$ cat config.mk
export PLATFORM = sky130hd
export DESIGN_NAME = usb_hid_mouse_control_responder_core
export DESIGN_NICKNAME = d
export VERILOG_FILES = /design/src/rtl/core/uhid_pkg.sv /design/src/rtl/core/usb_hid_mouse_control_responder_core.sv /design/src/rtl/core/uhid_ctrl.sv /design/src/rtl/core/uhid_dp.sv
export SDC_FILE = /design/constraint.sdc
export NUM_CORES = 1
export LEC_CHECK = 0
export BUFFER_PORTS_ARGS = -buffer_cell sky130_fd_sc_hd__buf_2
export CAP_MARGIN = 20
export CORE_MARGIN = 2
export CORE_UTILIZATION = 30
export CTS_BUF_LIST = sky130_fd_sc_hd__clkbuf_8
export DETAILED_ROUTE_END_ITERATION = 10
export SYNTH_ARGS = -nofsm -noshare
export SYNTH_HDL_FRONTEND = slang
export SYNTH_SLANG_ARGS = --single-unit
$ cat constraint.sdc
create_clock -name clk -period 7.73 [get_ports clk]
set_input_delay 1.546 -clock clk [delete_from_list [all_inputs] [get_ports clk]]
set_output_delay 1.546 -clock clk [all_outputs]
set_load 0.05 [all_outputs]
$ cat src/rtl/core/uhid_pkg.sv
// Shared types, codes and descriptor tables of the HID mouse control responder.
`default_nettype none

package uhid_pkg;

    // Input item kinds carried on the slave-side tuser.
    localparam logic [1:0] OP_SETUP  = 2'd0;
    localparam logic [1:0] OP_IN     = 2'd1;
    localparam logic [1:0] OP_OUT    = 2'd2;
    localparam logic [1:0] OP_REPORT = 2'd3;

    // Result kinds carried on the master-side tuser.
    localparam logic [1:0] KIND_DATA = 2'd0;
    localparam logic [1:0] KIND_ZLP  = 2'd1;
    localparam logic [1:0] KIND_DROP = 2'd2;

    // Request type groups (bmRequestType bits 6:5).
    localparam logic [1:0] RTYPE_STANDARD = 2'd0;
    localparam logic [1:0] RTYPE_CLASS    = 2'd1;

    // Request codes.
    localparam logic [7:0] REQ_SET_ADDRESS    = 8'h05;
    localparam logic [7:0] REQ_GET_DESCRIPTOR = 8'h06;
    localparam logic [7:0] REQ_SET_CONFIG     = 8'h09;
    localparam logic [7:0] REQ_GET_REPORT     = 8'h01;

    // Descriptor types.
    localparam logic [7:0] DESC_DEVICE = 8'h01;
    localparam logic [7:0] DESC_CONFIG = 8'h02;
    localparam logic [7:0] DESC_STRING = 8'h03;
    localparam logic [7:0] DESC_HID    = 8'h22;

    // Configuration register indexes.
    localparam logic REG_VENDOR_ID  = 1'b0;
    localparam logic REG_PRODUCT_ID = 1'b1;

    // Reset values of the identifiers.
    localparam logic [15:0] VENDOR_ID_RESET  = 16'h4348;
    localparam logic [15:0] PRODUCT_ID_RESET = 16'h55E2;

    // Stored lengths of the reply sources.
    localparam logic [6:0] LEN_DEV    = 7'd18;
    localparam logic [6:0] LEN_CFG    = 7'd34;
    localparam logic [6:0] LEN_HID    = 7'd52;
    localparam logic [6:0] LEN_STR0   = 7'd4;
    localparam logic [6:0] LEN_STR1   = 7'd14;
    localparam logic [6:0] LEN_STR2   = 7'd30;
    localparam logic [6:0] LEN_REPORT = 7'd4;

    // Source of the bytes of one reply.
    typedef enum logic [2:0] {
        SRC_DEV    = 3'd0,
        SRC_CFG    = 3'd1,
        SRC_HID    = 3'd2,
        SRC_STR0   = 3'd3,
        SRC_STR1   = 3'd4,
        SRC_STR2   = 3'd5,
        SRC_REPORT = 3'd6
    } uhid_src_t;

    // Commands from the controller to the datapath.
    typedef struct packed {
        logic capture;
        logic emit;
    } uhid_cmd_t;

    // Status from the datapath to the controller.
    typedef struct packed {
        logic final_result;
    } uhid_sts_t;

    // Fixed bytes of the device descriptor; the packet size and ids are patched in.
    localparam logic [7:0] DEV_ROM [18] = '{
        8'h12, 8'h01, 8'h00, 8'h02, 8'h00, 8'h00, 8'h00, 8'h00, 8'h00,
        8'h00, 8'h00, 8'h00, 8'h00, 8'h02, 8'h01, 8'h02, 8'h00, 8'h01
    };

    // Configuration descriptor; the header declares 41 bytes but 34 are kept.
    // The endpoint packet size bytes are patched in.
    localparam logic [7:0] CFG_ROM [34] = '{
        8'h09, 8'h02, 8'h29, 8'h00, 8'h01, 8'h01, 8'h00, 8'hA0, 8'h32,
        8'h09, 8'h04, 8'h00, 8'h00, 8'h01, 8'h03, 8'h01, 8'h02, 8'h00,
        8'h09, 8'h21, 8'h11, 8'h01, 8'h00, 8'h01, 8'h22, 8'h34, 8'h00,
        8'h07, 8'h05, 8'h81, 8'h03, 8'h00, 8'h00, 8'h01
    };

    // HID report descriptor.
    localparam logic [7:0] HID_ROM [52] = '{
        8'h05, 8'h01, 8'h09, 8'h02, 8'hA1, 8'h01, 8'h09, 8'h01, 8'hA1, 8'h00,
        8'h05, 8'h09, 8'h19, 8'h01, 8'h29, 8'h03, 8'h15, 8'h00, 8'h25, 8'h01,
        8'h95, 8'h03, 8'h75, 8'h01, 8'h81, 8'h02, 8'h95, 8'h01, 8'h75, 8'h05,
        8'h81, 8'h03, 8'h05, 8'h01, 8'h09, 8'h30, 8'h09, 8'h31, 8'h09, 8'h38,
        8'h15, 8'h81, 8'h25, 8'h7F, 8'h75, 8'h08, 8'h95, 8'h03, 8'h81, 8'h06,
        8'hC0, 8'hC0
    };

    // String descriptors: language list, manufacturer and product.
    localparam logic [7:0] STR0_ROM [4] = '{8'h04, 8'h03, 8'h09, 8'h04};

    localparam logic [7:0] STR1_ROM [14] = '{
        8'h0E, 8'h03, 8'h57, 8'h00, 8'h43, 8'h00, 8'h48, 8'h00,
        8'h20, 8'h00, 8'h43, 8'h00, 8'h6F, 8'h00
    };

    localparam logic [7:0] STR2_ROM [30] = '{
        8'h1E, 8'h03, 8'h43, 8'h00, 8'h48, 8'h00, 8'h33, 8'h00, 8'h32, 8'h00,
        8'h56, 8'h00, 8'h33, 8'h00, 8'h30, 8'h00, 8'h35, 8'h00, 8'h20, 8'h00,
        8'h48, 8'h00, 8'h49, 8'h00, 8'h44, 8'h00, 8'h20, 8'h00, 8'h4D, 8'h00
    };

endpackage

`default_nettype wire

$ cat src/rtl/core/usb_hid_mouse_control_responder_core.sv
// Top level of the HID mouse control responder: ports, identifier registers and wiring.
//
//  Channel   Direction  Handshake            Content
//  s_*       in         s_tvalid / s_tready  one control item or mouse report
//  m_*       out        m_tvalid / m_tready  one result: a descriptor or report byte,
//                                            a zero-length handshake or a drop notice
//  APB       in         psel & penable       vendor_id at 0x0, product_id at 0x4
//
// An item is decoded when it is taken, then one result is loaded per cycle while the
// output register is empty or m_tready is high. A reply holds at most 52 bytes; a
// handshake or drop is one result. The pace is set by the single output register.
// Reset is asynchronous and needs no clearing pass; the block is ready right after it.
// A low m_tready holds the output register and the byte counter; the next item can be
// taken while the last result of the previous one still waits.
`default_nettype none

module usb_hid_mouse_control_responder_core #(
    parameter int MAX_PACKET = 64
) (
    input  logic        clk,
    input  logic        rst_n,
    input  logic        s_tvalid,
    output logic        s_tready,
    // [79:0] request_type, request_code, request_value, request_length,
    //        report_buttons, report_x, report_y, report_wheel
    input  logic [79:0] s_tdata,
    // [1:0] op
    input  logic [1:0]  s_tuser,
    output logic        m_tvalid,
    input  logic        m_tready,
    // [31:0] data_byte, byte_index, transfer_length, device_address, configured,
    //        three zero bits
    output logic [31:0] m_tdata,
    // [2:0] endpoint, kind
    output logic [2:0]  m_tuser,
    output logic        m_tlast,
    input  logic        psel,
    input  logic        penable,
    input  logic        pwrite,
    input  logic [2:0]  paddr,
    input  logic [31:0] pwdata,
    output logic [31:0] prdata,
    output logic        pready
);
    import uhid_pkg::*;

    logic [15:0] vendor_id_reg;
    logic [15:0] product_id_reg;
    logic        cfg_write;
    uhid_cmd_t   cmd;
    uhid_sts_t   sts;

    // Configuration registers, written on the access cycle of a transfer.
    assign pready    = 1'b1;
    assign cfg_write = psel && penable && pwrite && pready;

    always_ff @(posedge clk or negedge rst_n)
    begin
        if (!rst_n)
        begin
            vendor_id_reg  <= VENDOR_ID_RESET;
            product_id_reg <= PRODUCT_ID_RESET;
        end
        else if (cfg_write)
        begin
            if (paddr[2] == REG_VENDOR_ID)
            begin
                vendor_id_reg <= pwdata[15:0];
            end
            else
            begin
                product_id_reg <= pwdata[15:0];
            end
        end
    end

    // Register read-back.
    assign prdata = (paddr[2] == REG_PRODUCT_ID) ? {16'd0, product_id_reg}
                                                 : {16'd0, vendor_id_reg};

    uhid_ctrl u_ctrl (
        .clk      (clk),
        .rst_n    (rst_n),
        .s_tvalid (s_tvalid),
        .s_tready (s_tready),
        .m_tvalid (m_tvalid),
        .m_tready (m_tready),
        .cmd      (cmd),
        .sts      (sts)
    );

    uhid_dp #(
        .MAX_PACKET (MAX_PACKET)
    ) u_dp (
        .clk        (clk),
        .rst_n      (rst_n),
        .vendor_id  (vendor_id_reg),
        .product_id (product_id_reg),
        .in_user    (s_tuser),
        .in_data    (s_tdata),
        .cmd        (cmd),
        .sts        (sts),
        .out_user   (m_tuser),
        .out_last   (m_tlast),
        .out_data   (m_tdata)
    );

endmodule

`default_nettype wire

$ cat src/rtl/core/uhid_ctrl.sv
// Controller state machine: takes input items and paces results into the output register.
`default_nettype none

module uhid_ctrl (
    input  logic                clk,
    input  logic                rst_n,
    input  logic                s_tvalid,
    output logic                s_tready,
    output logic                m_tvalid,
    input  logic                m_tready,
    output uhid_pkg::uhid_cmd_t cmd,
    input  uhid_pkg::uhid_sts_t sts
);
    import uhid_pkg::*;

    typedef enum logic [1:0] {
        ST_IDLE = 2'b01,
        ST_SEND = 2'b10
    } uhid_state_t;

    uhid_state_t state_reg;
    uhid_state_t state_next;
    logic        out_valid_reg;
    logic        out_valid_next;
    logic        out_free;

    // The output register can take a new result when empty or being drained.
    assign out_free = !out_valid_reg || m_tready;
    assign s_tready = (state_reg == ST_IDLE);
    assign m_tvalid = out_valid_reg;

    // Next state and commands.
    always_comb
    begin
        state_next     = state_reg;
        out_valid_next = out_valid_reg && !m_tready;
        cmd.capture    = 1'b0;
        cmd.emit       = 1'b0;
        case (state_reg)
            ST_IDLE:
            begin
                if (s_tvalid)
                begin
                    cmd.capture = 1'b1;
                    state_next  = ST_SEND;
                end
            end
            ST_SEND:
            begin
                if (out_free)
                begin
                    cmd.emit       = 1'b1;
                    out_valid_next = 1'b1;
                    if (sts.final_result)
                    begin
                        state_next = ST_IDLE;
                    end
                end
            end
            default:
            begin
                state_next = ST_IDLE;
            end
        endcase
    end

    // State registers.
    always_ff @(posedge clk or negedge rst_n)
    begin
        if (!rst_n)
        begin
            state_reg     <= ST_IDLE;
            out_valid_reg <= 1'b0;
        end
        else
        begin
            state_reg     <= state_next;
            out_valid_reg <= out_valid_next;
        end
    end

`ifndef SYNTHESIS
    // A captured item always moves the controller into the send phase.
    a_capture_to_send: assert property (@(posedge clk) disable iff (!rst_n)
        cmd.capture |=> state_reg == ST_SEND)
        else $error("capture did not start the send phase");

    // Loading the final result of an item returns to idle with a result pending.
    a_final_to_idle: assert property (@(posedge clk) disable iff (!rst_n)
        cmd.emit && sts.final_result |=> state_reg == ST_IDLE && out_valid_reg)
        else $error("final result did not end the send phase");
`endif

endmodule

`default_nettype wire

$ cat src/rtl/core/uhid_dp.sv
// Datapath: request decode, device state, descriptor byte lookup and output register.
`default_nettype none

module uhid_dp #(
    parameter int MAX_PACKET = 64
) (
    input  logic                clk,
    input  logic                rst_n,
    input  logic [15:0]         vendor_id,
    input  logic [15:0]         product_id,
    input  logic [1:0]          in_user,  // op
    // request_type, request_code, request_value, request_length,
    // report_buttons, report_x, report_y, report_wheel
    input  logic [79:0]         in_data,
    input  uhid_pkg::uhid_cmd_t cmd,
    output uhid_pkg::uhid_sts_t sts,
    // endpoint, kind
    output logic [2:0]          out_user,
    output logic                out_last,
    // data_byte, byte_index, transfer_length, device_address, configured, zero pad
    output logic [31:0]         out_data
);
    import uhid_pkg::*;

    localparam logic [15:0] MAXP16 = 16'(MAX_PACKET);
    localparam logic [6:0]  MAXP7  = 7'(MAX_PACKET);

    // Input fields.
    logic [7:0]  request_type;
    logic [7:0]  request_code;
    logic [15:0] request_value;
    logic [15:0] request_length;
    logic [7:0]  report_buttons;
    logic [7:0]  report_x;
    logic [7:0]  report_y;
    logic [7:0]  report_wheel;

    assign request_type   = in_data[7:0];
    assign request_code   = in_data[15:8];
    assign request_value  = in_data[31:16];
    assign request_length = in_data[47:32];
    assign report_buttons = in_data[55:48];
    assign report_x       = in_data[63:56];
    assign report_y       = in_data[71:64];
    assign report_wheel   = in_data[79:72];

    // Device state.
    logic [6:0] address_reg;
    logic [6:0] address_next;
    logic       configured_reg;
    logic       configured_next;
    logic [7:0] buttons_reg;
    logic [7:0] x_reg;
    logic [7:0] y_reg;
    logic [7:0] wheel_reg;
    logic       store_report;

    // Reply plan of the current item.
    uhid_src_t  src_reg;
    uhid_src_t  src_next;
    logic [6:0] len_reg;
    logic [6:0] len_next;
    logic [1:0] kind_reg;
    logic [1:0] kind_next;
    logic       ep_reg;
    logic       ep_next;
    logic [5:0] idx_reg;

    // Output register.
    logic [2:0]  out_user_reg;
    logic        out_last_reg;
    logic [31:0] out_data_reg;

    // Descriptor lookup temporaries.
    logic       desc_found;
    logic [6:0] src_len;
    logic [6:0] cut_len;
    logic [7:0] rom_byte;
    logic [7:0] byte_field;
    logic [5:0] idx_field;
    logic [6:0] len_field;

    // Decode of the incoming item into a reply plan and state updates.
    always_comb
    begin
        address_next    = address_reg;
        configured_next = configured_reg;
        store_report    = 1'b0;
        src_next        = SRC_DEV;
        len_next        = 7'd0;
        kind_next       = KIND_ZLP;
        ep_next         = 1'b0;
        desc_found      = 1'b0;
        src_len         = 7'd0;
        cut_len         = 7'd0;

        // Descriptor source selection.
        case (request_value[15:8])
            DESC_DEVICE:
            begin
                desc_found = 1'b1;
                src_next   = SRC_DEV;
                src_len    = LEN_DEV;
            end
            DESC_CONFIG:
            begin
                desc_found = 1'b1;
                src_next   = SRC_CFG;
                src_len    = LEN_CFG;
            end
            DESC_HID:
            begin
                desc_found = 1'b1;
                src_next   = SRC_HID;
                src_len    = LEN_HID;
            end
            DESC_STRING:
            begin
                if (request_value[7:0] == 8'd0)
                begin
                    desc_found = 1'b1;
                    src_next   = SRC_STR0;
                    src_len    = LEN_STR0;
                end
                else if (request_value[7:0] == 8'd1)
                begin
                    desc_found = 1'b1;
                    src_next   = SRC_STR1;
                    src_len    = LEN_STR1;
                end
                else if (request_value[7:0] == 8'd2)
                begin
                    desc_found = 1'b1;
                    src_next   = SRC_STR2;
                    src_len    = LEN_STR2;
                end
            end
            default:
            begin
                desc_found = 1'b0;
            end
        endcase

        // Reply length is the smallest of stored, requested and packet size.
        cut_len = src_len;
        if (request_length < {9'd0, src_len})
        begin
            cut_len = request_length[6:0];
        end
        if (cut_len > MAXP7)
        begin
            cut_len = MAXP7;
        end

        if (in_user == OP_REPORT)
        begin
            ep_next = 1'b1;
            if (configured_reg)
            begin
                store_report = 1'b1;
                src_next     = SRC_REPORT;
                len_next     = LEN_REPORT;
                kind_next    = KIND_DATA;
            end
            else
            begin
                kind_next = KIND_DROP;
            end
        end
        else if (in_user == OP_SETUP)
        begin
            if (request_type[6:5] == RTYPE_STANDARD)
            begin
                if (request_code == REQ_SET_ADDRESS)
                begin
                    address_next = request_value[6:0];
                end
                else if (request_code == REQ_SET_CONFIG)
                begin
                    configured_next = 1'b1;
                end
                else if (request_code == REQ_GET_DESCRIPTOR)
                begin
                    if (desc_found && cut_len != 7'd0)
                    begin
                        len_next  = cut_len;
                        kind_next = KIND_DATA;
                    end
                end
            end
            else if (request_type[6:5] == RTYPE_CLASS && request_code == REQ_GET_REPORT)
            begin
                src_next  = SRC_REPORT;
                len_next  = LEN_REPORT;
                kind_next = KIND_DATA;
            end
        end
    end

    // Device state registers.
    always_ff @(posedge clk or negedge rst_n)
    begin
        if (!rst_n)
        begin
            address_reg    <= 7'd0;
            configured_reg <= 1'b0;
            buttons_reg    <= 8'd0;
            x_reg          <= 8'd0;
            y_reg          <= 8'd0;
            wheel_reg      <= 8'd0;
        end
        else if (cmd.capture)
        begin
            address_reg    <= address_next;
            configured_reg <= configured_next;
            if (store_report)
            begin
                buttons_reg <= report_buttons;
                x_reg       <= report_x;
                y_reg       <= report_y;
                wheel_reg   <= report_wheel;
            end
        end
    end

    // Plan registers and byte counter.
    always_ff @(posedge clk)
    begin
        if (cmd.capture)
        begin
            src_reg  <= src_next;
            len_reg  <= len_next;
            kind_reg <= kind_next;
            ep_reg   <= ep_next;
            idx_reg  <= 6'd0;
        end
        else if (cmd.emit)
        begin
            idx_reg <= idx_reg + 6'd1;
        end
    end

    // Byte at the current position of the selected source.
    always_comb
    begin
        case (src_reg)
            SRC_DEV:
            begin
                case (idx_reg)
                    6'd7:    rom_byte = MAXP16[7:0];
                    6'd8:    rom_byte = vendor_id[7:0];
                    6'd9:    rom_byte = vendor_id[15:8];
                    6'd10:   rom_byte = product_id[7:0];
                    6'd11:   rom_byte = product_id[15:8];
                    default: rom_byte = DEV_ROM[idx_reg[4:0]];
                endcase
            end
            SRC_CFG:
            begin
                case (idx_reg)
                    6'd31:   rom_byte = MAXP16[7:0];
                    6'd32:   rom_byte = MAXP16[15:8];
                    default: rom_byte = CFG_ROM[idx_reg];
                endcase
            end
            SRC_HID:  rom_byte = HID_ROM[idx_reg];
            SRC_STR0: rom_byte = STR0_ROM[idx_reg[1:0]];
            SRC_STR1: rom_byte = STR1_ROM[idx_reg[3:0]];
            SRC_STR2: rom_byte = STR2_ROM[idx_reg[4:0]];
            SRC_REPORT:
            begin
                case (idx_reg[1:0])
                    2'd0:    rom_byte = buttons_reg;
                    2'd1:    rom_byte = x_reg;
                    2'd2:    rom_byte = y_reg;
                    default: rom_byte = wheel_reg;
                endcase
            end
            default:  rom_byte = 8'd0;
        endcase
    end

    // Handshakes and dropped reports carry zero data, position and length.
    assign byte_field = (kind_reg == KIND_DATA) ? rom_byte : 8'd0;
    assign idx_field  = (kind_reg == KIND_DATA) ? idx_reg : 6'd0;
    assign len_field  = (kind_reg == KIND_DATA) ? len_reg : 7'd0;

    assign sts.final_result = (kind_reg != KIND_DATA) || ({1'b0, idx_reg} == len_reg - 7'd1);

    // Output register, loaded once per result.
    always_ff @(posedge clk)
    begin
        if (cmd.emit)
        begin
            out_user_reg <= {kind_reg, ep_reg};
            out_last_reg <= sts.final_result;
            out_data_reg <= {3'd0, configured_reg, address_reg, len_field, idx_field,
                             byte_field};
        end
    end

    assign out_user = out_user_reg;
    assign out_last = out_last_reg;
    assign out_data = out_data_reg;

`ifndef SYNTHESIS
    // A data reply is never planned with zero bytes or more than a packet.
    a_plan_len: assert property (@(posedge clk) disable iff (!rst_n)
        cmd.capture |=> kind_reg != KIND_DATA || (len_reg != 7'd0 && len_reg <= MAXP7))
        else $error("data reply planned with a bad length");

    // The byte counter never runs past the reply length.
    a_idx_bound: assert property (@(posedge clk) disable iff (!rst_n)
        cmd.emit && kind_reg == KIND_DATA |-> {1'b0, idx_reg} < len_reg)
        else $error("byte position ran past the reply length");
`endif

endmodule

`default_nettype wire

Word-level counts from Yosys, hierarchy flattened
Memory sizes are Yosys's and may differ from the RTL's.
Cells that the tools add are included.
Widths: inputs -> output; s select.
- reduce and logical (&&, ||, !) cells: 24
- $add $sub $neg: 2
- divide/modulo/power cells: 0
- multipliers: 0
- shift-type cells: 0
- equal/unequal tests: 33
- magnitude comparators: 6
- muxes and demuxes: 68
- bitwise logic cells: 7
- operator list (operator ; count):
    $mux 8 ; 12
    $mux 7 ; 11
    $pmux 8 s7 ; 1
    $pmux 8 s5 ; 1
    $mux 3 ; 10
    $pmux 7 s4 ; 1
    $eq 6x4->1 const B ; 4
    $eq 8x1->1 const B ; 3
    $eq 8x2->1 const B ; 3
    $pmux 8 s3 ; 1
    $mux 2 ; 10
    $bmux 8 s2 ; 1
    $eq 8x3->1 const B ; 2
    $lt 16x7->1 ; 1
    $mux 16 ; 1
    $pmux 8 s2 ; 1
    $mux 1 ; 14
    $eq 3x3->1 const B ; 3
    $pmux 3 s3 ; 1
    $eq 8x4->1 const B ; 1
    $eq 8x6->1 const B ; 1
    $logic_not 2->1 ; 4
    $logic_not 8->1 ; 1
    $eq 6x7->1 ; 1
    35 further kinds ; 51
- output and inout bits: 71
- memories: 5
- memory bits (writable): 0
- latch bits: 0
- bits of input ports: 124
- flip-flop bits (word level): 127
- logic and storage cells: 164
- ROM bits: 1664
- memories (name ; words ; bits a word ; read ports ; clocked after memory_dff ; wr ports ; RTL line ; source):
    (name not given) ; 64 ; 8 ; 1 ; 0 ; 0 ; uhid_dp.sv:263 ; default: rom_byte = CFG_ROM[idx_reg];
    (name not given) ; 64 ; 8 ; 1 ; 0 ; 0 ; uhid_dp.sv:266 ; SRC_HID: rom_byte = HID_ROM[idx_reg];
    (name not given) ; 32 ; 8 ; 1 ; 0 ; 0 ; uhid_dp.sv:269 ; SRC_STR2: rom_byte = STR2_ROM[idx_reg[4:0]];
    (name not given) ; 32 ; 8 ; 1 ; 0 ; 0 ; uhid_dp.sv:255 ; default: rom_byte = DEV_ROM[idx_reg[4:0]];
    (name not given) ; 16 ; 8 ; 1 ; 0 ; 0 ; uhid_dp.sv:268 ; SRC_STR1: rom_byte = STR1_ROM[idx_reg[3:0]];

Logic depth before layout (Yosys ltp)
- depth after elaboration: 18
- depth in mapped cells: 12
- gate-level depth less buffers: 12

Hierarchy
Synthesis repeated with hierarchy kept, for this count alone.
- cells, all modules: 731
- area total of the unflattened synthesis: 7621.1 sq um
- by module, submodules not included (module ; instances ; sequential area each (sq um) ; area an instance (sq um) ; cells each):
    uhid_dp ; 1 ; 2502.4 ; 5870.6 ; 614
    usb_hid_mouse_control_responder_core ; 1 ; 817.0 ; 1614.0 ; 105
    uhid_ctrl ; 1 ; 76.3 ; 136.4 ; 12

Least setup slack after synthesis
OpenSTA, ideal clock, no wires.
- path kind: in2reg
- start point: input s_tdata[21]
- end point: register u_dp.len_reg[2] (data pin)
- setup slack: 3.256 ns
- buffers on the path: 0
- data arrival time: 4.214 ns
- stages: 10
- required time: 7.470 ns
- setup time: 0.260 ns
- path through: nor4_1 nand2_1 or4b_2 ha_1 nand2_1 a311oi_1 a2111oi_2 o41ai_4 mux2i_1 o21ai_1
- word-level cells in the longest chain between the ends: 18
- elaborated cells between the ends (all ways): 24
- those cells by class: 2 x order compare; 2 x eq/ne; 17 x mux; 3 x reduce/logical
- RTL lines (what ; RTL line ; source):
    start, declared ; usb_hid_mouse_control_responder_core.sv:26 ; input logic [79:0] s_tdata,
    $eq 8x2->1 ; uhid_dp.sv:131 ; else if (request_value[7:0] == 8'd2)
    $mux 5 ; uhid_dp.sv:131 ;
    $mux 7 ; uhid_dp.sv:125 ; else if (request_value[7:0] == 8'd1)
    $mux 7 ; uhid_dp.sv:119 ; if (request_value[7:0] == 8'd0)
    $pmux 7 s4 ; uhid_dp.sv:98 ; case (request_value[15:8])
    $lt 16x7->1 ; uhid_dp.sv:146 ; if (request_length < {9'd0, src_len})
    $mux 7 ; uhid_dp.sv:146 ;
    $gt 7x7->1 ; uhid_dp.sv:150 ; if (cut_len > MAXP7)
    [... 3 more ...] ; -- ;
    $mux 7 * ; uhid_dp.sv:184 ; if (desc_found && cut_len != 7'd0)
    $mux 7 * ; uhid_dp.sv:182 ; else if (request_code == REQ_GET_DESCRIPTOR)
    $mux 7 * ; uhid_dp.sv:178 ; else if (request_code == REQ_SET_CONFIG)
    $mux 7 * ; uhid_dp.sv:174 ; if (request_code == REQ_SET_ADDRESS)
    $mux 7 * ; uhid_dp.sv:172 ; if (request_type[6:5] == RTYPE_STANDARD)
    $mux 7 * ; uhid_dp.sv:170 ; else if (in_user == OP_SETUP)
    $mux 7 * ; uhid_dp.sv:155 ; if (in_user == OP_REPORT)
    named net u_dp.len_next[2] ; uhid_dp.sv:62 ; logic [6:0] len_next;
    end signal, assigned ; uhid_dp.sv:232 ; len_reg <= len_next;
    end, declared ; uhid_dp.sv:61 ; logic [6:0] len_reg;
The timed path passes the listed nets; every way through them passes the cells marked *.
A chain may end at the register's enable or synchronous reset.

Final worst setup path
Same ends and word-level chain as after synthesis.

==> out/qor_table.md <==
| Stage | Metric | Reported |
| --- | --- | --- |
| global route | GR Layer Usage met3 | 4.162% |
| routing | Remaining design rule violation count | 0 |
| worst setup path | Critical path capture point type | register |
| global route | Pin count of the biggest net entering global routing | 76 |
| clock network | Sink Count | 127 |
| global route | GRT Util Overall | 16.24% |
| clock network | Number of resized instances in the post-cts repair step | 0 |
| worst setup path | Timing startpoint of the critical path | s_tdata[21] |
| global route | GRT busiest layer | met2 |
| global route | Initial antenna violation count | 1 |
| synthesis | FF+latch count, synth | 127 |
| sta | Endpoints failing setup | 0 |
| synthesis | Leading register cell type out of synthesis | sky130_fd_sc_hd__dfrtp_1 |
| clock network | Clock latency on the worst-skew pair | 0.45 ns |
| sta | Total negative setup slack | 0 ns |
| synthesis | Number of standard cells after synthesis | 718 |
| clock network | Number of hold buffers added after CTS | 0 |
| final layout | Fraction of final layout cells sized beyond drive strength 1 | 35.27% |
| global route | Via count of the first global-routing pass | 6139 |
| placed design | Half-perimeter wire length after detailed placement | 14.66 mm |
| worst setup path | Critical path type | in -> reg |
| final layout | Number of diodes added for antenna fixing | 0 |
| sta | Setup repair after global routing missed its margin | no |
| placed design | Placer Congestion | 0.9148 |
| routing | Wire length per cell after detailed routing | 17.68 microns |
| sta | Final critical path time including I/O delays and setup | 4.696 ns |
| synthesis | EDFF count, synth | 46 |
| final layout | Leading cell types in the layout, fill and taps excluded | sky130_fd_sc_hd__buf_2 (149), sky130_fd_sc_hd__mux2_2 (88), sky130_fd_sc_hd__nand2_1 (62) |
| pwr | Net switching power of the design | 0.7086 mW |
| die | Initial Utilization | 30.70% |
| clock network | Number of buffers on the longest clock path | 2 |
| global route | Global-route wire length before repair | 33.49 mm |
| routing | Aggregate routed wire length | 20.92 mm |
| worst setup path | Data required time at the worst endpoint | 7.92 ns |
| routing | DR iter-0 viols | 574 |
| die | Core Rows | 57 |
| pwr | Leak pwr | 3.739 nW |
| clock network | Clock edge transition at the registers on the reported setup and hold paths | 0.07 ns |
| sta | Count of endpoints failing hold in the final timing report | 0 |
| worst setup path | Endpoint arrival time on the critical path | 4.89 ns |
| sta | Final setup skew | 0.01035 ns |
| sta | Measured slew at the worst slew-check pin | 0.9915 ns |
| clock network | CTS root buffer | sky130_fd_sc_hd__clkbuf_8 |
| sta | Post-route clock period utilization | 60.76% |
| routing | Routed Antenna Nets | 0 |
| synthesis | Share of the yosys chip area belonging to registers | 45.35% |
| pwr | Clock network fraction of total power | 30.7% |
| final layout | Leading cell type in the layout, fill and taps excluded | sky130_fd_sc_hd__buf_2 |
| worst setup path | Worst-path maximum fanout | 9 |
| clock network | Post CTS Setup Buffer Count | 0 |
| final layout | Post-route non-filler standard cell count | 1183 |
| final layout | Sequential standard cell area | 0.003396 sq mm |
| worst setup path | Sort of element at the start of the critical path | primary input |
| final layout | Area occupied by multi-input gates | 0.003749 sq mm |
| run status | Outcome | finished, final reports clean |
| sta | Remaining max-slew budget at the tightest pin | 33.71% |
| placed design | # port buffers | 150 |
| clock network | Clock tree from TritonCTS | yes |
| flow run | Number of max-cap violations | 0 |
| synthesis | Average footprint of a synthesized cell | 10.43 sq um |
| routing | DR pass1 iterations | 7 |
| pwr | Peak supply drop | 99.08 uV |
| pwr | Switching Share | 34.48% |
| clock network | Maximum level of the CTS H-tree | 4 |
| die | Height of the chip | 162.0 microns |
| routing | Via Count | 6205 |
| routing | Drt via density | 5.245 |
| final layout | Fill cell instance count of the final layout | 2460 |
| synthesis | Warnings, synthesis | 0 |
| sta | Maximum achievable frequency | 212.9 MHz |
| die | Area enclosed by the die boundary | 0.02624 sq mm |
| final layout | Net count of the finished layout | 984 |
| global route | Overall overflow remaining after global route | 0 |
| placed design | Post-Place Cells | 1151 |
| pwr | Internal power summed over all cells | 1.346 mW |
| synthesis | Share of flip-flops with an asynchronous set or reset after synthesis | 59.06% |
| pwr | Overall power of the completed layout | 2.055 mW |
| min path | Worst hold path class | reg -> reg |
| global route | GR Util met1 | 21.54% |
| global route | Global-route track usage on met2 | 25.53% |
| synthesis | Combined area of all synthesized cells | 0.007487 sq mm |
| die | I/O Pins | 195 |
| synthesis | Netlist cell types | 74 |
| clock network | Total CTS buffers | 17 |
| min path | Min-Delay Startpoint | u_dp.ep_reg$_DFFE_PP_ |
| sta | Count of pins over their slew limit | 0 |
| final layout | Number of flip-flops under the largest register name | 29 |
| worst setup path | RR Startpoint | u_dp.idx_reg[1]$_SDFFE_PP0P_ |
| pwr | Power share of the combinational group | 28.3% |
| final layout | Area delta synth->final | 18.68% |
| die | Die extent in x | 162.0 microns |
| die | Std-Cell Core Area | 0.02439 sq mm |
| pwr | PwrDens | 231.2 mW/mm^2 |
| pwr | Sequential cell fraction of total power | 41.0% |
[final cells by class]
cell class                      count  area share, %
Tap cell                          324          4.562
Sequential cell                   127          38.21
Multi-Input combinational cell    519          42.19
Clock buffer                       20          3.098
Inverter                           21         0.8871
Timing Repair Buffer              160          9.321
Clock inverter                     12          1.732
[stage by stage]
step	cell area (sq um)	util, %	hold slack, ns	setup slack [ns]
5_1_grt	8886	36.43	0.4351	2.764
3_5_place_dp	8457	34.67	0.4072	2.514
4_1_cts	8886	36.43	0.4225	2.995
2_1_floorplan	7559	-	0.4003	3.256
6_report	8886	36.43	0.4267	3.034
3_3_place_gp	8457	34.67	0.4105	2.543
[power by group through the flow]
stage          registers [mW]  clock network (mW)  logic [mW]
4_1_cts                 0.842               0.649       0.581
5_1_grt                 0.854               0.681       0.625
3_3_place_gp            0.853                   0       0.576
2_1_floorplan           0.864                   0       0.409
3_5_place_dp            0.856                   0       0.579
6_report                0.843               0.631       0.581
[kinds of logic (layout without fill, tap and decap cells)]
| kind of cell | count (synthesis) | count (layout) | synth area share [%] |
|---|---|---|---|
| buffers and inverters | 91 | 213 | 5.665 |
| XOR/XNOR | 15 | 15 | 1.755 |
| AO/OA/AOI/OAI | 174 | 174 | 16.71 |
| flip-flops | 127 | 127 | 45.35 |
| other | 2 | 21 | 0.1003 |
| adder cells (fa/ha/maj) | 14 | 14 | 2.340 |
| AND/OR/NAND/NOR | 200 | 200 | 13.90 |
| multiplexers | 95 | 95 | 14.17 |
[path summary, 6_finish.rpt]
check / end / slack [ns] / cells past startpoint
max: u_dp.len_reg[2]$_DFFE_PP_ / 3.03 / 11
min: u_dp.out_user[0]$_DFFE_PP_ / 0.43 / 0
max reg2reg: u_dp.out_data[0]$_SDFFCE_PP0P_ / 4.36 / 9
min reg2reg: u_dp.out_user[0]$_DFFE_PP_ / 0.43 / 0
max in group asynchronous: u_ctrl.state_reg[1]$_DFFE_PN0P_ / 5.85 / 1
min in group asynchronous: vendor_id_reg[0]$_DFFE_PN0P_ / 1.22 / 1
[critical path, cell delays in order]
cell                        delay [ns]
sky130_fd_sc_hd__buf_2            0.10
sky130_fd_sc_hd__nor4_1           0.59
sky130_fd_sc_hd__nand2_1          0.16
sky130_fd_sc_hd__or4b_2           0.71
sky130_fd_sc_hd__ha_1             0.35
sky130_fd_sc_hd__nand2_1          0.08
sky130_fd_sc_hd__a311oi_1         0.35
sky130_fd_sc_hd__a2111oi_2        0.12
sky130_fd_sc_hd__o41ai_4          0.53
sky130_fd_sc_hd__mux2i_1          0.25
sky130_fd_sc_hd__o21ai_1          0.09
[Yosys cell counts (all sizes together), types with 10 or more instances]
| library cell | n | area share [%] |
|---|---|---|
| o21ai | 30 | 2.0 |
| and2 | 12 | 1.0 |
| dfrtp | 61 | 20 |
| nand2b | 14 | 1.2 |
| nand2 | 62 | 3.1 |
| dfstp | 14 | 4.9 |
| a31oi | 18 | 1.5 |
| edfxtp | 46 | 18 |
| clkbuf | 35 | 1.8 |
| inv | 20 | 1.0 |
| a211oi | 10 | 1.0 |
| nor2b | 16 | 1.3 |
| xnor2 | 12 | 1.4 |
| nor2 | 37 | 1.9 |
| nor3 | 16 | 1.1 |
| buf | 35 | 2.9 |
| a21oi | 29 | 1.9 |
| mux2 | 88 | 13 |
| ha | 14 | 2.3 |
| a22oi | 12 | 1.2 |
| a22o | 10 | 1.2 |
[layer usage]
metal | vias up | part of all wire (%) | wire [microns]
li1 | 2906 | - | -
met1 | 2993 | 45 | 9324
met2 | 269 | 46 | 9641
met3 | 37 | 7.4 | 1544
met4 | 0 | 2.0 | 410
met5 | - | 0 | 0
No activity file was read; power rests on OpenSTA's default activity.
